File: config.mk
export PLATFORM = sky130hd
export DESIGN_NAME = utf8_stream_decoder_line_tracker
export DESIGN_NICKNAME = d
export VERILOG_FILES = /design/src/sv/u8lt_pkg.sv /design/src/sv/u8lt_decode.sv /design/src/sv/u8lt_rsp_queue.sv /design/src/sv/utf8_stream_decoder_line_tracker.sv
export SDC_FILE = /design/constraint.sdc
export NUM_CORES = 1
export LEC_CHECK = 0
export ABC_AREA = 1
export ABC_CLOCK_PERIOD_IN_PS = 6590
export BUFFER_PORTS_ARGS = -buffer_cell sky130_fd_sc_hd__buf_2
export CORE_ASPECT_RATIO = 1.2
export CORE_MARGIN = 2
export CORE_UTILIZATION = 55
export CTS_BUF_LIST = sky130_fd_sc_hd__clkbuf_2 sky130_fd_sc_hd__clkbuf_4 sky130_fd_sc_hd__clkbuf_8
export CTS_CLUSTER_DIAMETER = 120
export DETAILED_ROUTE_END_ITERATION = 12
export PLACE_DENSITY = 0.72
export SYNTH_ARGS = -nofsm -noshare
export SYNTH_HDL_FRONTEND = slang
export SYNTH_SLANG_ARGS = --single-unit
File: constraint.sdc
create_clock -name clock -period 6.59 [get_ports clock]
set_input_delay 0.3295 -clock clock [delete_from_list [all_inputs] [get_ports clock]]
set_output_delay 0.3295 -clock clock [all_outputs]
set_load 0.005 [all_outputs]
File: src/sv/u8lt_pkg.sv
// Shared types and constants for the UTF-8 stream decoder with line tracking.
package u8lt_pkg;

   localparam int CP_W   = 21;
   localparam int LINE_W = 20;
   localparam int COL_W  = 16;
   localparam int ERR_W  = 4;

   // Result queue depth; an item may push two results.
   localparam int QUEUE_DEPTH = 4;
   localparam int QPTR_W      = $clog2(QUEUE_DEPTH);
   localparam int QCNT_W      = $clog2(QUEUE_DEPTH + 1);

   typedef enum logic [1:0] {
      KIND_CHAR  = 2'd0,
      KIND_END   = 2'd1,
      KIND_ERROR = 2'd2
   } kind_type;

   localparam logic [ERR_W-1:0] ERR_NONE        = 4'd0;
   localparam logic [ERR_W-1:0] ERR_BAD_LEAD    = 4'd1;
   localparam logic [ERR_W-1:0] ERR_PADDED_LEAD = 4'd2;
   localparam logic [ERR_W-1:0] ERR_EOF_IN_SEQ  = 4'd3;
   localparam logic [ERR_W-1:0] ERR_BAD_CONT    = 4'd4;
   localparam logic [ERR_W-1:0] ERR_PADDED_CONT = 4'd5;
   localparam logic [ERR_W-1:0] ERR_SURROGATE   = 4'd6;
   localparam logic [ERR_W-1:0] ERR_RANGE       = 4'd7;
   localparam logic [ERR_W-1:0] ERR_LATE_BOM    = 4'd8;

   localparam logic [CP_W-1:0] CP_LF     = 21'h00000A;
   localparam logic [CP_W-1:0] CP_CR     = 21'h00000D;
   localparam logic [CP_W-1:0] CP_BOM    = 21'h00FEFF;
   localparam logic [CP_W-1:0] CP_SUR_LO = 21'h00D800;
   localparam logic [CP_W-1:0] CP_SUR_HI = 21'h00DFFF;
   localparam logic [CP_W-1:0] CP_MAX    = 21'h10FFFF;

   localparam logic [7:0] LEAD_MIN     = 8'd192;
   localparam logic [7:0] LEAD_MAX     = 8'd247;
   localparam logic [7:0] LEAD_OK_MIN  = 8'd194;
   localparam logic [7:0] LEAD3_MIN    = 8'd224;
   localparam logic [7:0] LEAD4_MIN    = 8'd240;

   // What one input beat resolves to before CR and BOM handling.
   typedef enum logic [1:0] {
      EV_NONE,
      EV_DELIVER,
      EV_FAIL,
      EV_END
   } event_type;

   typedef struct packed {
      logic [CP_W-1:0]   code_point;
      kind_type          kind;
      logic [ERR_W-1:0]  error_code;
      logic [LINE_W-1:0] line_idx;
      logic [COL_W-1:0]  column;
      logic              last;
   } result_type;

endpackage

File: src/sv/u8lt_decode.sv
// Decode state and single-pass step logic: one input beat to zero, one or two results.
module u8lt_decode #(
   parameter int LINE_BITS   = 20,
   parameter int COLUMN_BITS = 16
) (
   input  logic                  clock,
   input  logic                  reset,
   input  logic                  accept,
   input  logic [7:0]            data_byte,
   input  logic                  end_of_input,
   output u8lt_pkg::result_type  res0,
   output u8lt_pkg::result_type  res1,
   output logic [1:0]            res_count
);
   import u8lt_pkg::*;

   localparam int LINE_EXT = (LINE_BITS > LINE_W) ? LINE_BITS : LINE_W;
   localparam int COL_EXT  = (COLUMN_BITS > COL_W) ? COLUMN_BITS : COL_W;

   logic [CP_W-1:0]        acc_ff, acc_in, acc_next;
   logic [1:0]             rem_ff, rem_in;
   logic                   start_ff, start_in;
   logic                   cr_ff, cr_in;
   kind_type               status_ff, status_in;
   logic [ERR_W-1:0]       err_ff, err_in;
   logic [LINE_BITS-1:0]   line_ff, line_in, line1;
   logic [COLUMN_BITS-1:0] col_ff, col_in, col1;

   event_type              ev;
   logic [CP_W-1:0]        ev_cp;
   logic [ERR_W-1:0]       ev_code;
   logic                   drop_bom, flush;
   logic                   main_vld;
   result_type             lf_res, main_res;

   function automatic logic [LINE_BITS-1:0] line_sat(input logic [LINE_BITS-1:0] v);
      return (v == {LINE_BITS{1'b1}}) ? v : v + LINE_BITS'(1);
   endfunction

   function automatic logic [COLUMN_BITS-1:0] col_sat(input logic [COLUMN_BITS-1:0] v);
      return (v == {COLUMN_BITS{1'b1}}) ? v : v + COLUMN_BITS'(1);
   endfunction

   function automatic logic [LINE_W-1:0] line_field(input logic [LINE_BITS-1:0] v);
      logic [LINE_EXT-1:0] w;
      w = LINE_EXT'(v);
      return w[LINE_W-1:0];
   endfunction

   function automatic logic [COL_W-1:0] col_field(input logic [COLUMN_BITS-1:0] v);
      logic [COL_EXT-1:0] w;
      w = COL_EXT'(v);
      return w[COL_W-1:0];
   endfunction

   // shift in six payload bits; the upper bits fall off at 21
   assign acc_next = {acc_ff[CP_W-7:0], data_byte[5:0]};

   always_comb begin
      acc_in    = acc_ff;
      rem_in    = rem_ff;
      start_in  = start_ff;
      cr_in     = cr_ff;
      status_in = status_ff;
      err_in    = err_ff;
      ev        = EV_NONE;
      ev_cp     = '0;
      ev_code   = ERR_NONE;

      // byte classification
      if (status_ff == KIND_CHAR) begin
         if (end_of_input) begin
            if (rem_ff != 2'd0) begin
               ev      = EV_FAIL;
               ev_code = ERR_EOF_IN_SEQ;
            end else begin
               ev = EV_END;
            end
         end else if (rem_ff == 2'd0) begin
            if (!data_byte[7]) begin
               ev    = EV_DELIVER;
               ev_cp = CP_W'(data_byte);
            end else if (data_byte < LEAD_MIN || data_byte > LEAD_MAX) begin
               ev      = EV_FAIL;
               ev_code = ERR_BAD_LEAD;
            end else if (data_byte < LEAD_OK_MIN) begin
               ev      = EV_FAIL;
               ev_code = ERR_PADDED_LEAD;
            end else if (data_byte < LEAD3_MIN) begin
               acc_in = CP_W'(data_byte[4:0]);
               rem_in = 2'd1;
            end else if (data_byte < LEAD4_MIN) begin
               acc_in = CP_W'(data_byte[3:0]);
               rem_in = 2'd2;
            end else begin
               acc_in = CP_W'(data_byte[2:0]);
               rem_in = 2'd3;
            end
         end else if (data_byte[7:6] != 2'b10) begin
            ev      = EV_FAIL;
            ev_code = ERR_BAD_CONT;
         end else if (acc_next == '0) begin
            ev      = EV_FAIL;
            ev_code = ERR_PADDED_CONT;
         end else begin
            acc_in = acc_next;
            rem_in = rem_ff - 2'd1;
            if (rem_ff == 2'd1) begin
               if (acc_next >= CP_SUR_LO && acc_next <= CP_SUR_HI) begin
                  ev      = EV_FAIL;
                  ev_code = ERR_SURROGATE;
               end else if (acc_next > CP_MAX) begin
                  ev      = EV_FAIL;
                  ev_code = ERR_RANGE;
               end else begin
                  ev    = EV_DELIVER;
                  ev_cp = acc_next;
               end
            end
         end
      end

      // pending CR turns into LF ahead of anything but a dropped leading BOM
      drop_bom = start_ff && (ev_cp == CP_BOM);
      flush    = cr_ff && ((ev == EV_FAIL) || (ev == EV_END) ||
                           ((ev == EV_DELIVER) && !drop_bom));
      line1    = flush ? line_sat(line_ff) : line_ff;
      col1     = flush ? '0 : col_ff;
      if (flush) begin
         cr_in = 1'b0;
      end
      line_in  = line1;
      col_in   = col1;

      main_vld = 1'b0;
      main_res = '{code_point: '0, kind: KIND_CHAR, error_code: ERR_NONE,
                   line_idx: '0, column: '0, last: 1'b1};

      case (ev)
         EV_FAIL: begin
            main_vld            = 1'b1;
            main_res.kind       = KIND_ERROR;
            main_res.error_code = ev_code;
            status_in           = KIND_ERROR;
            err_in              = ev_code;
            start_in            = 1'b0;
            rem_in              = 2'd0;
         end
         EV_END: begin
            main_vld      = 1'b1;
            main_res.kind = KIND_END;
            status_in     = KIND_END;
            err_in        = ERR_NONE;
         end
         EV_DELIVER: begin
            start_in = 1'b0;
            if (drop_bom) begin
               main_vld = 1'b0;
            end else if (flush && ev_cp == CP_LF) begin
               main_vld = 1'b0;    // LF of a CR LF pair
            end else if (ev_cp == CP_CR) begin
               cr_in = 1'b1;
            end else if (ev_cp == CP_BOM) begin
               main_vld            = 1'b1;
               main_res.kind       = KIND_ERROR;
               main_res.error_code = ERR_LATE_BOM;
               status_in           = KIND_ERROR;
               err_in              = ERR_LATE_BOM;
            end else begin
               main_vld            = 1'b1;
               main_res.code_point = ev_cp;
               if (ev_cp == CP_LF) begin
                  line_in = line_sat(line1);
                  col_in  = '0;
               end else begin
                  col_in  = col_sat(col1);
               end
            end
         end
         default: begin
            main_vld = 1'b0;
         end
      endcase

      main_res.line_idx = line_field(line_in);
      main_res.column   = col_field(col_in);

      lf_res = '{code_point: CP_LF, kind: KIND_CHAR, error_code: ERR_NONE,
                 line_idx: line_field(line1), column: col_field(col1),
                 last: !main_vld};

      if (status_ff != KIND_CHAR) begin
         // sticky: repeat the final status, counters frozen
         res0 = '{code_point: '0, kind: status_ff, error_code: err_ff,
                  line_idx: line_field(line_ff), column: col_field(col_ff),
                  last: 1'b1};
         res1      = main_res;
         res_count = 2'd1;
      end else if (flush) begin
         res0      = lf_res;
         res1      = main_res;
         res_count = main_vld ? 2'd2 : 2'd1;
      end else begin
         res0      = main_res;
         res1      = main_res;
         res_count = main_vld ? 2'd1 : 2'd0;
      end
   end

   always_ff @(posedge clock) begin
      if (reset) begin
         acc_ff    <= '0;
         rem_ff    <= 2'd0;
         start_ff  <= 1'b1;
         cr_ff     <= 1'b0;
         status_ff <= KIND_CHAR;
         err_ff    <= ERR_NONE;
         line_ff   <= LINE_BITS'(1);
         col_ff    <= '0;
      end else if (accept) begin
         acc_ff    <= acc_in;
         rem_ff    <= rem_in;
         start_ff  <= start_in;
         cr_ff     <= cr_in;
         status_ff <= status_in;
         err_ff    <= err_in;
         line_ff   <= line_in;
         col_ff    <= col_in;
      end
   end

endmodule

File: src/sv/u8lt_rsp_queue.sv
// Small result queue: takes up to two results per cycle, hands out one.
module u8lt_rsp_queue (
   input  logic                  clock,
   input  logic                  reset,
   input  logic                  push,
   input  logic [1:0]            push_count,
   input  u8lt_pkg::result_type  push0,
   input  u8lt_pkg::result_type  push1,
   input  logic                  pop,
   output u8lt_pkg::result_type  head,
   output logic                  head_valid,
   output logic                  room
);
   import u8lt_pkg::*;

   result_type         entry_ff [QUEUE_DEPTH];
   logic [QPTR_W-1:0]  wr_ptr_ff, wr_ptr_in, wr_ptr_nxt;
   logic [QPTR_W-1:0]  rd_ptr_ff, rd_ptr_in;
   logic [QCNT_W-1:0]  count_ff, count_in;
   logic [1:0]         n_push;

   assign n_push     = push ? push_count : 2'd0;
   assign wr_ptr_nxt = wr_ptr_ff + QPTR_W'(1);
   assign wr_ptr_in  = wr_ptr_ff + QPTR_W'(n_push);
   assign rd_ptr_in  = rd_ptr_ff + QPTR_W'(pop);
   assign count_in   = count_ff + QCNT_W'(n_push) - QCNT_W'(pop);

   assign head       = entry_ff[rd_ptr_ff];
   assign head_valid = (count_ff != '0);
   // room for the worst case of two results
   assign room       = (count_ff <= QCNT_W'(QUEUE_DEPTH - 2));

   always_ff @(posedge clock) begin
      if (n_push != 2'd0) begin
         entry_ff[wr_ptr_ff] <= push0;
      end
      if (n_push == 2'd2) begin
         entry_ff[wr_ptr_nxt] <= push1;
      end
   end

   always_ff @(posedge clock) begin
      if (reset) begin
         wr_ptr_ff <= '0;
         rd_ptr_ff <= '0;
         count_ff  <= '0;
      end else begin
         wr_ptr_ff <= wr_ptr_in;
         rd_ptr_ff <= rd_ptr_in;
         count_ff  <= count_in;
      end
   end

endmodule

File: src/sv/utf8_stream_decoder_line_tracker.sv
// Top level: validating UTF-8 stream decoder with CR/LF folding and line/column tracking.
//
// Input channel (req_): one beat carries a raw byte, or an end-of-input mark
// (req_end_of_input high, req_data_byte ignored).
// Result channel (rsp_): one beat per decoded code point, end result or error
// result, with the line and column after that result; rsp_last_of_run marks
// the last result caused by one input beat. An input beat yields 0, 1 or 2
// results (a held CR is released as LF ahead of the next result).
// Results enter the queue as their input beat is taken and are presented from
// the queue head register. Throughput: one input beat per cycle while the
// receiver takes results and each beat yields at most one result; a beat that
// yields two takes a result beat for each. The decode step is a single pass of
// compare and shift logic on the state registers; results go into a four-entry
// queue, and req_ready stays high as long as two entries are free, so a stalled
// receiver backs up into req_ready after at most a few beats without losing anything.
// Reset: synchronous; empties the queue, clears the decode state, sets the
// line to 1 and column to 0. After an end or error result every later input
// beat gets one copy of that result until reset.
module utf8_stream_decoder_line_tracker #(
   parameter int LINE_BITS   = 20,
   parameter int COLUMN_BITS = 16
) (
   input  logic        clock,
   input  logic        reset,
   input  logic        req_valid,
   output logic        req_ready,
   input  logic [7:0]  req_data_byte,
   input  logic        req_end_of_input,
   output logic        rsp_valid,
   input  logic        rsp_ready,
   output logic [20:0] rsp_code_point,
   output logic [1:0]  rsp_result_kind,
   output logic [3:0]  rsp_error_code,
   output logic [19:0] rsp_line_idx,
   output logic [15:0] rsp_column,
   output logic        rsp_last_of_run
);
   import u8lt_pkg::*;

   logic       req_accept;
   logic       rsp_accept;
   result_type dec_res0, dec_res1, head;
   logic [1:0] dec_count;
   logic       room;

   assign req_ready  = room;
   assign req_accept = req_valid && req_ready;
   assign rsp_accept = rsp_valid && rsp_ready;

   u8lt_decode #(
      .LINE_BITS   (LINE_BITS),
      .COLUMN_BITS (COLUMN_BITS)
   ) u_decode (
      .clock        (clock),
      .reset        (reset),
      .accept       (req_accept),
      .data_byte    (req_data_byte),
      .end_of_input (req_end_of_input),
      .res0         (dec_res0),
      .res1         (dec_res1),
      .res_count    (dec_count)
   );

   u8lt_rsp_queue u_queue (
      .clock      (clock),
      .reset      (reset),
      .push       (req_accept),
      .push_count (dec_count),
      .push0      (dec_res0),
      .push1      (dec_res1),
      .pop        (rsp_accept),
      .head       (head),
      .head_valid (rsp_valid),
      .room       (room)
   );

   // result beat fields straight from the queue head register
   assign rsp_code_point  = head.code_point;
   assign rsp_result_kind = head.kind;
   assign rsp_error_code  = head.error_code;
   assign rsp_line_idx    = head.line_idx;
   assign rsp_column      = head.column;
   assign rsp_last_of_run = head.last;

endmodule

==> impl.org <==
** Timing
- Of the available clock period, the critical path in the final layout requires 0.942.
- Headroom to the max-slew limit came out at 0.243.
- Number of hold-slack violations in the final timing report :: 0
- For the final routed database, the setup TNS stands at 0 ns.
- Setup violations remaining at the end of the flow were counted as 0.
- Final-report max-slew violation count :: 0
- For the final database, setup skew stands at around 0.021 ns.
- Fmax :: between 150 and 200 MHz
- Worst Max-Slew Pin Slew :: approximately 1.1 ns
- Time the final worst path needs with I/O delays and setup :: 6.21 ns
- Unrepaired setup endpoints after global routing :: false

** Drt
- Wires add up to a little over 60 mm.
- Number of iterations in the first detailed-routing pass :: 6
- After the first detailed-routing iteration, the DRC count stood at 2075.
- The detail route stage leaves a number of antenna-violating nets equal to 0.
- In the routed design, unresolved DRC markers number 0.
- Post-DR vias/cell :: approximately 6.1
- The routed layout has about 18000 vias.
- Per-cell routed wire length :: between 20 and 25 µm

** CTS
- In this run the clock root is driven by a sky130_fd_sc_hd__clkbuf_8.
- Clock tree from TritonCTS :: built
- CTS sink count :: between 300 and 400
- Buffers inserted during clock tree synthesis total a little over 50.
- No sink is reached through more buffers than the 3 on the longest clock path.
- After clock tree synthesis, the clock-pin slew on the worst setup and hold paths is about 0.06 ns.
- CTS built an H-tree with a depth of 2.
- Hold repair after CTS inserted 0 buffers.
- Clock insertion delay at the later pin of the skew report :: approximately 0.63 ns

** Cells and area
- Final standard cell area without fillers :: 0.0208 mm²
- Of the cells placed in the final design, the portion with a size suffix greater than 1 is 0.112.
- Ant diodes :: 0
- The area growth from synthesis to layout is 10.3%.
- Layout net count :: about 2500

** Setup path
- Arrival time at the worst endpoint :: ~6.7 ns
- Max Fanout on Critical Path :: 24
- Category of the worst setup path launch point :: flip-flop
- Slowest Stage Delay on Critical Path :: 0.46 ns
- Counting cells, the worst reg-to-reg path comes to 30.
- Required @ worst endpoint :: 7.08 ns
- Critical Setup Path Class :: reg -> reg
- Critical Path Sink Type :: flip-flop
- The slowest stage of the critical path belongs to the cell sky130_fd_sc_hd__dfxtp_1.

** Power
- Peak VDD IR :: approximately 0.00024 V
- Leak pwr :: approximately 8.7 nW
- Total power divided by cell area :: between 300 and 400 mW/mm²

** Synth
- Post-synthesis mux area share :: 0
- The synthesized netlist occupies a cell area of about 0.019 mm².
- In this run the mean area of a mapped cell was 7.68 µm².
- Main combinational cell family by area after synthesis :: simple AND/OR/NAND/NOR gates
- Of the total synthesized cell area, the portion taken by AND, OR, NAND and NOR gates is 0.294.
- Yosys mapped the design onto 55 distinct sky130hd cell types.
- Area share of fa/ha/maj cells after synthesis :: 0.0103
- The share of the synthesized area in compound gates (AO/OA/AOI/OAI) is 0.137.
- Syn nets :: 2487
- Gate count after technology mapping :: ~2500
- #FFs+latches synth :: 324
- Count of synthesis-stage warnings from yosys :: 0
- Xor and xnor fraction of the mapped netlist area :: 0.0134
- Part of the Yosys area used for sequential elements :: 0.477

** Run
- Max-cap violations in this run came to 0.

** Global route
- First-pass GRT wire length :: approximately 94 mm
- Via count of the first global-routing pass :: roughly 17000
- Overall Global Routing Usage :: 0.337
- Largest net degree at the start of global routing :: 98
- Remaining Overflow, GRT :: 0
- Number of antenna violations at the first check in global routing :: 2

** Hold path
- Path class of the lowest-slack min-delay path :: in -> reg
- Along the worst hold path, the cell count comes to 3.

** Status
- The run finished with clean final reports.

** Placed design
- Buffers placed on the I/O ports in this run total 78.
- Instance area at placement :: 0.0197 mm²
- Routability-driven placement finished with a final weighted congestion of approximately 0.95.
- Once detailed placement completed, the half-perimeter wirelength came to ~40 mm.

** Floorplanning
- Core region area :: about 0.034 mm²
- Die footprint :: ~0.036 mm²
- Boundary Pins :: between 70 and 80
- Effective utilization at floorplan :: 0.556
- Floorplan row count :: 74
- Die boundary width :: between 150 and 200 µm
- The floorplan step set the die height to between 200 and 250 µm.
synth_stat cells (all sizes together):
cell | instances | area [µm²]
a2111o | 1 | 11.3
a211oi | 12 | 90.1
a21boi | 5 | 48.8
a21o | 1 | 7.51
a21oi | 83 | 419
a221oi | 1 | 8.76
a22o | 4 | 35.0
a22oi | 2 | 15.0
a31oi | 2 | 12.5
buf | 38 | 194
clkbuf | 89 | 334
clkinv | 7 | 26.3
dfxtp | 72 | 1440
edfxtp | 252 | 7570
fa | 1 | 20.0
ha | 14 | 175
inv | 196 | 738
nand2 | 632 | 2420
nand3 | 193 | 988
nand3b | 9 | 67.6
nand4 | 51 | 340
nor2 | 362 | 1450
nor3 | 28 | 145
nor3b | 1 | 7.51
nor4 | 15 | 93.8
nor4b | 2 | 17.5
o2111ai | 1 | 8.76
o211ai | 1 | 7.51
o21ai | 257 | 1310
o21bai | 2 | 15.0
o22ai | 91 | 569
o311ai | 1 | 8.76
o31ai | 2 | 15.0
or2 | 3 | 18.8
xnor2 | 5 | 43.8
xor2 | 23 | 209
kinds of logic after synthesis:
kind of cell,Yosys count
AND/OR/NAND/NOR,1296
adder cells (fa/ha/maj),15
buffers and inverters,330
flip-flops,324
XOR/XNOR,28
AO/OA/AOI/OAI,466
through the flow:
| stage | cells | worst slack [ns] | utilization | power (mW) | hold slack (ns) |
|---|---|---|---|---|---|
| after floorplan | 2459 | 0.609 | - | 5.14 | 0.430 |
| after global placement | 2903 | 0.701 | 0.581 | 6.31 | 0.445 |
| after detailed placement | 2903 | 0.481 | 0.581 | 6.41 | 0.451 |
| after CTS | 2999 | 0.445 | 0.612 | 8.20 | 0.0333 |
| after global routing | 3000 | 0.0108 | 0.613 | 8.74 | 0.0967 |
| final | 3000 | 0.382 | 0.613 | 8.28 | 0.0499 |
worst paths after layout:
check | from | endpoint | slack [ns]
hold reg to reg | u_queue.entry_ff[2][0]$_SDFFE_PP1P_ | u_queue.entry_ff[2][0]$_SDFFE_PP1P_ | 0.47
hold / removal | req_data_byte[1] | u_decode.acc_ff[1]$_SDFFE_PP0P_ | 0.05
setup / recovery | u_decode.rem_ff[1]$_SDFFE_PP0P_ | u_queue.entry_ff[3][3]$_DFFE_PP_ | 0.38
setup reg to reg | u_decode.rem_ff[1]$_SDFFE_PP0P_ | u_queue.entry_ff[3][3]$_DFFE_PP_ | 0.38
placed cells by master (no fill, tap or decap), drive strengths merged, types with 2 or more instances in the layout:
master	netlist	routed
clkinv	7	24
o21ai	257	257
edfxtp	252	252
clkbuf	89	71
or2	3	3
nand4	51	51
nor4b	2	2
nor2	362	362
ha	14	14
a211oi	12	12
o22ai	91	91
bufinv	0	3
clkinvlp	0	2
nand3	193	193
nor4	15	15
a22oi	2	2
dfxtp	72	72
a21oi	83	83
o21bai	2	2
a22o	4	4
xnor2	5	5
o31ai	2	2
nand2	632	632
inv	196	199
nor3	28	28
a31oi	2	2
nand3b	9	9
a21boi	5	5
xor2	23	23
buf	38	116
where the power goes:
group          leakage (nW)  internal, mW  switching (mW)
combinational          5.05          1.02            2.65
clock                 0.563         0.963           0.842
sequential             3.05          2.62           0.189
total                  8.66          4.60            3.68
layer usage:
| metal | GRT usage | wire [µm] | vias to the layer above |
|---|---|---|---|
| li1 | - | - | 8454 |
| met1 | 0.433 | 23800 | 8568 |
| met2 | 0.562 | 28700 | 1015 |
| met3 | 0.0575 | 5900 | 212 |
| met4 | 0.152 | 2730 | 2 |
| met5 | 0 | 13 | - |
sequential cells by signal, indices dropped and copies added (netlist names):
register / flops
u_queue.count_ff: 3
u_decode.col_ff: 16
u_queue.rd_ptr_ff: 2
u_queue.entry_ff: 256
u_decode.start_ff: 1
u_decode.err_ff: 4
u_decode.status_ff: 2
u_decode.acc_ff: 15
u_decode.line_ff: 20
u_decode.cr_ff: 1
u_decode.rem_ff: 2
u_queue.wr_ptr_ff: 2
critical path: cells and delay by family, from the launching register on:
| family | cells | cell delay (ns) |
|---|---|---|
| fa+ha+maj | 2 | 0.48 |
| flops | 1 | 0.46 |
| buf+inv | 9 | 2.10 |
| compound gates | 1 | 0.14 |
| simple gates | 18 | 2.89 |
what timing repair did:
| item | in CTS | in global routing |
|---|---|---|
| resized for setup | 0 | 4 |
| buffers inserted | 0 | 1 |
| endpoints found under the hold margin | 0 | 0 |
| setup endpoints to repair | 0 | 65 |
layout make-up:
type | count | area, µm²
Inverter | 203 | 773
Fill cell | 3050 | 13100
Timing Repair Buffer | 116 | 817
Clock inverter | 25 | 203
Sequential cell | 324 | 9010
Clock buffer | 71 | 852
Tap cell | 456 | 571
Multi-Input combinational cell | 1805 | 8600
Note: power is estimated with default switching activity, not from simulation.
